File: config.mk
export PLATFORM = sky130hd
export DESIGN_NAME = sre_cfg
export DESIGN_NICKNAME = d
export VERILOG_FILES = /design/src/sre_pkg.sv /design/src/sre_cfg.sv
export SDC_FILE = /design/constraint.sdc
export NUM_CORES = 1
export LEC_CHECK = 0
export BUFFER_PORTS_ARGS = -buffer_cell sky130_fd_sc_hd__buf_4
export CORE_MARGIN = 2
export CORE_UTILIZATION = 30
export CTS_BUF_LIST = sky130_fd_sc_hd__clkbuf_4 sky130_fd_sc_hd__clkbuf_8
export CTS_CLUSTER_SIZE = 28
export DETAILED_ROUTE_END_ITERATION = 8
export PLACE_DENSITY = 0.61
export SLEW_MARGIN = 20
export SYNTH_ARGS = -nofsm -noshare
export SYNTH_HDL_FRONTEND = slang
export SYNTH_SLANG_ARGS = --single-unit
File: constraint.sdc
create_clock -name clk_i -period 1.5 [get_ports clk_i]
set_clock_uncertainty 0.05 [all_clocks]
set_input_delay 0.15 -clock clk_i [delete_from_list [all_inputs] [get_ports clk_i]]
set_output_delay 0.15 -clock clk_i [all_outputs]
set_load 0.1 [all_outputs]
File: src/sre_pkg.sv
// Shared types, constants and constant functions for the sky radiance pipeline.
package sre_pkg;

  localparam int unsigned CHANNEL_WIDTH = 16;
  localparam logic [63:0] CHAN_MAX      = (64'd1 << CHANNEL_WIDTH) - 64'd1;

  localparam int unsigned SQ_STAGES  = 16;  // two root bits per stage, 31 bits
  localparam int unsigned DIV_STAGES = 8;   // two quotient bits per stage, 16 bits
  localparam int unsigned LOG_STEPS  = 16;  // one squaring per stage
  localparam int unsigned EXP_STEPS  = 16;  // one constant multiply per stage

  localparam logic [15:0] ONE_Q15 = 16'h8000;

  typedef struct packed {
    logic signed [15:0] dir_x;
    logic signed [15:0] dir_y;
    logic signed [15:0] dir_z;
  } sre_in_t;

  typedef struct packed {
    logic [15:0] red;
    logic [15:0] green;
    logic [15:0] blue;
    logic        clipped;
  } sre_out_t;

  typedef enum logic [2:0] {
    REG_ZENITH    = 3'd0,
    REG_HORIZON   = 3'd1,
    REG_GROUND    = 3'd2,
    REG_SUN_COLOR = 3'd3,
    REG_SUN_VEC   = 3'd4,
    REG_SHARP     = 3'd5,
    REG_INTENSITY = 3'd6
  } sre_reg_e;

  typedef struct packed {
    logic [47:0] zenith;
    logic [47:0] horizon;
    logic [47:0] ground;
    logic [47:0] sun_color;
    logic [47:0] sun_vec;
    logic [15:0] sharp;
    logic [15:0] intensity;
  } sre_cfg_t;

  // Sideband that rides along the lobe pipeline.
  typedef struct packed {
    logic [15:0] blend;
    logic        zen;
  } sre_tag_t;

  function automatic logic [63:0] isqrt64(logic [63:0] v);
    logic [63:0] r;
    logic [63:0] b;
    logic [63:0] x;
    r = 64'd0;
    b = 64'd1 << 62;
    x = v;
    for (int n = 0; n < 32; n++) begin
      if (x >= r + b) begin
        x = x - (r + b);
        r = (r >> 1) + b;
      end else begin
        r = r >> 1;
      end
      b = b >> 2;
    end
    return r;
  endfunction

  // Q.30 value of 2^(-2^-idx), built by repeated square roots from one half.
  function automatic logic [30:0] exp_const(int unsigned idx);
    logic [63:0] c;
    c = 64'd1 << 29;
    for (int unsigned i = 1; i <= idx; i++) begin
      c = isqrt64(c << 30);
    end
    return c[30:0];
  endfunction

endpackage

File: src/sre_cfg.sv
// APB register file holding colors, sun vector, sharpness and intensity.
module sre_cfg import sre_pkg::*; (
  input  logic        clk_i,
  input  logic        rst_ni,
  input  logic        psel_i,
  input  logic        penable_i,
  input  logic        pwrite_i,
  input  logic [5:0]  paddr_i,
  input  logic [63:0] pwdata_i,
  output logic [63:0] prdata_o,
  output sre_cfg_t    cfg_o
);

  sre_cfg_t cfg_q;
  logic     wr_en;

  assign wr_en = psel_i & penable_i & pwrite_i;

  always_ff @(posedge clk_i or negedge rst_ni) begin
    if (!rst_ni) begin
      cfg_q.zenith    <= 48'd0;
      cfg_q.horizon   <= 48'd0;
      cfg_q.ground    <= 48'd0;
      cfg_q.sun_color <= 48'd0;
      cfg_q.sun_vec   <= 48'h0000_4000_0000;
      cfg_q.sharp     <= 16'd256;
      cfg_q.intensity <= 16'd256;
    end else if (wr_en) begin
      case (sre_reg_e'(paddr_i[5:3]))
        REG_ZENITH:    cfg_q.zenith    <= pwdata_i[47:0];
        REG_HORIZON:   cfg_q.horizon   <= pwdata_i[47:0];
        REG_GROUND:    cfg_q.ground    <= pwdata_i[47:0];
        REG_SUN_COLOR: cfg_q.sun_color <= pwdata_i[47:0];
        REG_SUN_VEC:   cfg_q.sun_vec   <= pwdata_i[47:0];
        REG_SHARP:     cfg_q.sharp     <= pwdata_i[15:0];
        REG_INTENSITY: cfg_q.intensity <= pwdata_i[15:0];
        default: ;
      endcase
    end
  end

  always_comb begin
    case (sre_reg_e'(paddr_i[5:3]))
      REG_ZENITH:    prdata_o = {16'd0, cfg_q.zenith};
      REG_HORIZON:   prdata_o = {16'd0, cfg_q.horizon};
      REG_GROUND:    prdata_o = {16'd0, cfg_q.ground};
      REG_SUN_COLOR: prdata_o = {16'd0, cfg_q.sun_color};
      REG_SUN_VEC:   prdata_o = {16'd0, cfg_q.sun_vec};
      REG_SHARP:     prdata_o = {48'd0, cfg_q.sharp};
      REG_INTENSITY: prdata_o = {48'd0, cfg_q.intensity};
      default:       prdata_o = 64'd0;
    endcase
  end

  assign cfg_o = cfg_q;

endmodule

# Word-level counts from Yosys, hierarchy flattened

Index checks and enable logic that the tools add are counted.

Register bits after elaboration: 272
Output and inout port bits: 336
Word-level logic and storage cells: 24
Bits of input ports: 75

Equality and inequality tests: 6
Mux-type cells: 1
Bitwise gates (word level): 2
Reductions and logical operators: 8

Operators with widths:

| kind                                                                   | count |
|---|---|
| 48-bit one-hot mux with 7 select lines                                 | 1 |
| 2-bit AND reduction                                                    | 7 |
| 3-bit equality test (second input constant)                            | 3 |
| 3-bit by 2-bit equality test with 1-bit output (second input constant) | 2 |
| 3-bit by 1-bit equality test with 1-bit output (second input constant) | 1 |
| 3-bit logical NOT                                                      | 1 |
| 1-bit AND                                                              | 2 |

# Depth between registers and ports, before layout

Word-level depth: 3
Mapped depth: 6
Depth with buffers taken out: 3

# Worst setup path before layout

No wires, ideal clock.

Kind: reg2out
Start: register cfg_q (netlist bit cfg_o[190])
End: output port prdata_o[14]
Path buffers: 0
Arrival: 3375 ps
Cell stages (with the launch flop): 4
Setup slack: -2075 ps
Data required time: 1300 ps
Cell sequence: dfrtp_1 mux2i_1 o21a_1 o21ai_0

Longest elaborated chain between the ends: 1

Ends and longest elaborated chain:

| what                                   | line          | source |
|---|---|---|
| start: declaration                     | sre_cfg.sv:14 | `sre_cfg_t cfg_q;` |
| 48-bit one-hot mux with 7 select lines | sre_cfg.sv:43 | `case (sre_reg_e'(paddr_i[5:3]))` |
| end: declaration                       | sre_cfg.sv:10 | `output logic [63:0] prdata_o,` |

No other way between the ends.

# Worst setup path in the final report

Start: register cfg_q (netlist bit cfg_o[8])
End: output port prdata_o[8]

Same word-level chain as after synthesis.

==> impl_metrics.env <==
export IMPL_drc=0
export IMPL_period_needed_ps=2010
export IMPL_clk_latency_ps=600
export IMPL_viasPerCell=4.94
export IMPL_routed_wl_mm=47.7
export IMPL_antennaDiodeCount=0
export IMPL_start_util_pct=30.4
export IMPL_cts_sinks=272
export IMPL_dieWidth_um=210
export IMPL_end_kind="output pin"
export IMPL_firstDrtPassIters=4
export IMPL_wl_per_cell_um=22.9
export IMPL_syn_area_um2=12800
export IMPL_power_switching_w=0.0203
export IMPL_hold_path_class="in -> reg"
export IMPL_crit_type="reg -> out"
export IMPL_grt_pass1_wl_mm=71.2
export IMPL_cts_tree="built"
export IMPL_synthFlopType="dfrtp_1"
export IMPL_die_height_um=210
export IMPL_setup_ws_ps=-509
export IMPL_syn_avg_cell_area_um2=13.8
export IMPL_critical_path_arrival_ps=1810
export IMPL_synth_warnings=0
export IMPL_ys_ff_latch=272
export IMPL_io_buffers=375
export IMPL_clk_pin_slew_ps=60
export IMPL_violations="setup timing"
export IMPL_grt_max_degree=55
export IMPL_worst_setup_path_start_kind="flop"
export IMPL_async_reset_ff_share_pct=100
export IMPL_ant_nets=0
export IMPL_maxCapViolCount=0
export IMPL_cts_buffer_depth=3
export IMPL_drv_slew=0
export IMPL_dp_slack_ps=-228
export IMPL_std_cell_rows=75
export IMPL_grt_pass1_vias=11052
export IMPL_gp_congestion=0.766
export IMPL_clkPwrFrac_pct=17.1
export IMPL_nets=1580
export IMPL_slew_headroom_pct=60.8
export IMPL_drt_first_iter_violations=383
export IMPL_powerDensity_nw_per_um2=1760
export IMPL_post_dp_hpwl_mm=30.1
export IMPL_swShare_pct=47.8
export IMPL_overflow=0
export IMPL_num_vias=10287
export IMPL_min_period_over_period_pct=134
export IMPL_whs_ps=216
export IMPL_final_layout_size_suffix_gt1_share_pct=81.2
export IMPL_synth_distinct_cells=32
export IMPL_pin_count=411
export IMPL_max_freq_mhz=498
export IMPL_cts_root_buf="clkbuf_8"
export IMPL_cts_buffers_inserted=48
export IMPL_hold_violations=0
export IMPL_worst_pin_slew_ps=588
export IMPL_dieArea_um2=44200
export IMPL_largest_register_ffs=272
export IMPL_synth_seq_area_share_pct=53.4
export IMPL_areaGrowthSynthToFinish_pct=89.5
export IMPL_syn_inst=922
export IMPL_finalSetupViolations=134
export IMPL_cp_required_ps=1300
export IMPL_p_int_w=0.0223
export IMPL_power_leakage_nw=10.3
export IMPL_power_frac_comb_pct=56.6
export IMPL_status="finished with violations"
export IMPL_antenna_found_initial=0
export IMPL_ir_drop_uv=1190
export IMPL_h_tree_depth=2
export IMPL_critPathMaxFanout=2
export IMPL_seqPwrFrac_pct=26.3
export IMPL_synth_edf_count=0
export IMPL_core_um2=41900
export IMPL_grt_use_total_pct=21.2
export IMPL_rsz0062_at_grt="true"
## through the flow
| stage | cells | setup TNS (ps) | area [um^2] | util (%) | total power (W) |
|---|---|---|---|---|---|
| finish | 2081 | -25410 | 24200 | 57.6 | 0.0426 |
| global placement | 1839 | -29230 | 18000 | 43.0 | 0.0296 |
| detailed placement | 1839 | -31500 | 18000 | 43.0 | 0.0297 |
| global route | 2081 | -37570 | 24200 | 57.6 | 0.0439 |
| CTS | 2019 | -32180 | 23400 | 55.7 | 0.0419 |
| floorplan | 937 | -6030 | 14100 | - | 0.0255 |
## worst max-delay path: stages, from the launching register on
cell	delay, ps
dfstp_4	620
nand3_2	80
o21a_1	150
o221ai_4	160
buf_12	200
## synth_stat cells, types with 2 or more instances
library cell	count	area, um^2
buf_1	2	7.51
buf_2	32	160
buf_4	18	135
buf_6	4	45.0
clkbuf_1	30	113
dfrtp_1	269	6730
dfstp_2	3	78.8
mux2_1	11	124
mux2_2	255	2870
mux2_4	20	300
mux2i_1	94	941
nand2_1	15	56.3
nand2b_1	2	12.5
nand3_1	12	60.1
nand3b_1	3	22.5
nand4b_1	7	61.3
nor2_1	3	11.3
nor2_2	2	12.5
nor2b_1	2	12.5
o211a_1	3	30.0
o21a_1	47	353
o21ai_0	35	175
o221ai_1	12	105
o2bb2ai_1	32	280
or3_1	2	12.5
## final cells by class
type / instances / area (um^2)
Fill cell: 3151 / 17800
Timing Repair Buffer: 604 / 8700
Sequential cell: 272 / 7560
Multi-Input combinational cell: 578 / 6210
Clock buffer: 80 / 988
Tap cell: 539 / 674
Clock inverter: 7 / 37.5
Inverter: 1 / 3.75
## cells by family after synthesis
group                  share of synthesized area (%)
AO/OA/AOI/OAI                                   7.57
AND/OR/NAND/NOR                                 2.21
other                                         0.0294
buffers and inverters                           3.64
flip-flops                                      53.4
multiplexers                                    33.2
## placed cells by master (no fill, tap or decap), types with 15 or more instances in the layout
cell type        n
o21a_4          32
conb_1          16
buf_12         267
mux2i_1         82
mux2_4          21
o21ai_0         19
dlygate4sd3_1   50
buf_4          109
clkbuf_8        62
o2bb2ai_1       21
o21a_1          15
dfrtp_4        175
dfrtp_2         68
mux2_2         254
buf_6          169
dfrtp_1         26
clkbuf_4        18
## metal layers
layer | track usage, % | part of all wire, % | routed length, um | vias up
li1 | - | - | - | 4527
met1 | 25.3 | 40 | 19000 | 5331
met2 | 36.1 | 51 | 24200 | 328
met3 | 5.07 | 5.2 | 2500 | 101
met4 | 9.71 | 4.1 | 1960 | 0
met5 | 0 | 0 | 0 | -
## repair_timing
| item | 4_1_cts | 5_1_grt |
|---|---|---|
| gates resized for setup | 853 | 105 |
| endpoints found under the hold margin | 544 | 12 |
| hold buffers | 50 | 1 |
| buffers inserted | 44 | 71 |
| pin swaps | 40 | 6 |
| setup endpoints to repair | 320 | 251 |
## power groups by stage
| stage | Sequential (W) | Clock, W | Combinational [W] |
|---|---|---|---|
| global route | 0.0114 | 0.00785 | 0.0247 |
| CTS | 0.0113 | 0.00749 | 0.0231 |
| detailed placement | 0.0109 | 0 | 0.0188 |
| global placement | 0.0108 | 0 | 0.0187 |
| floorplan | 0.0212 | 0 | 0.00430 |
| finish | 0.0112 | 0.00728 | 0.0241 |
## worst paths after layout
path	startpoint	to	slack, ps	cells after the start
worst min register to register	cfg_o[90]	cfg_o[90]	500	1
worst max register to register	cfg_o[198]	cfg_o[198]	350	3
worst min-delay path	paddr_i[5]	cfg_o[5]	220	5
max in group asynchronous	rst_ni	cfg_o[128]	110	5
min in group asynchronous	rst_ni	cfg_o[235]	480	3
worst max-delay path	cfg_o[8]	prdata_o[8]	-510	4
Power figures use the tool's default switching activity.
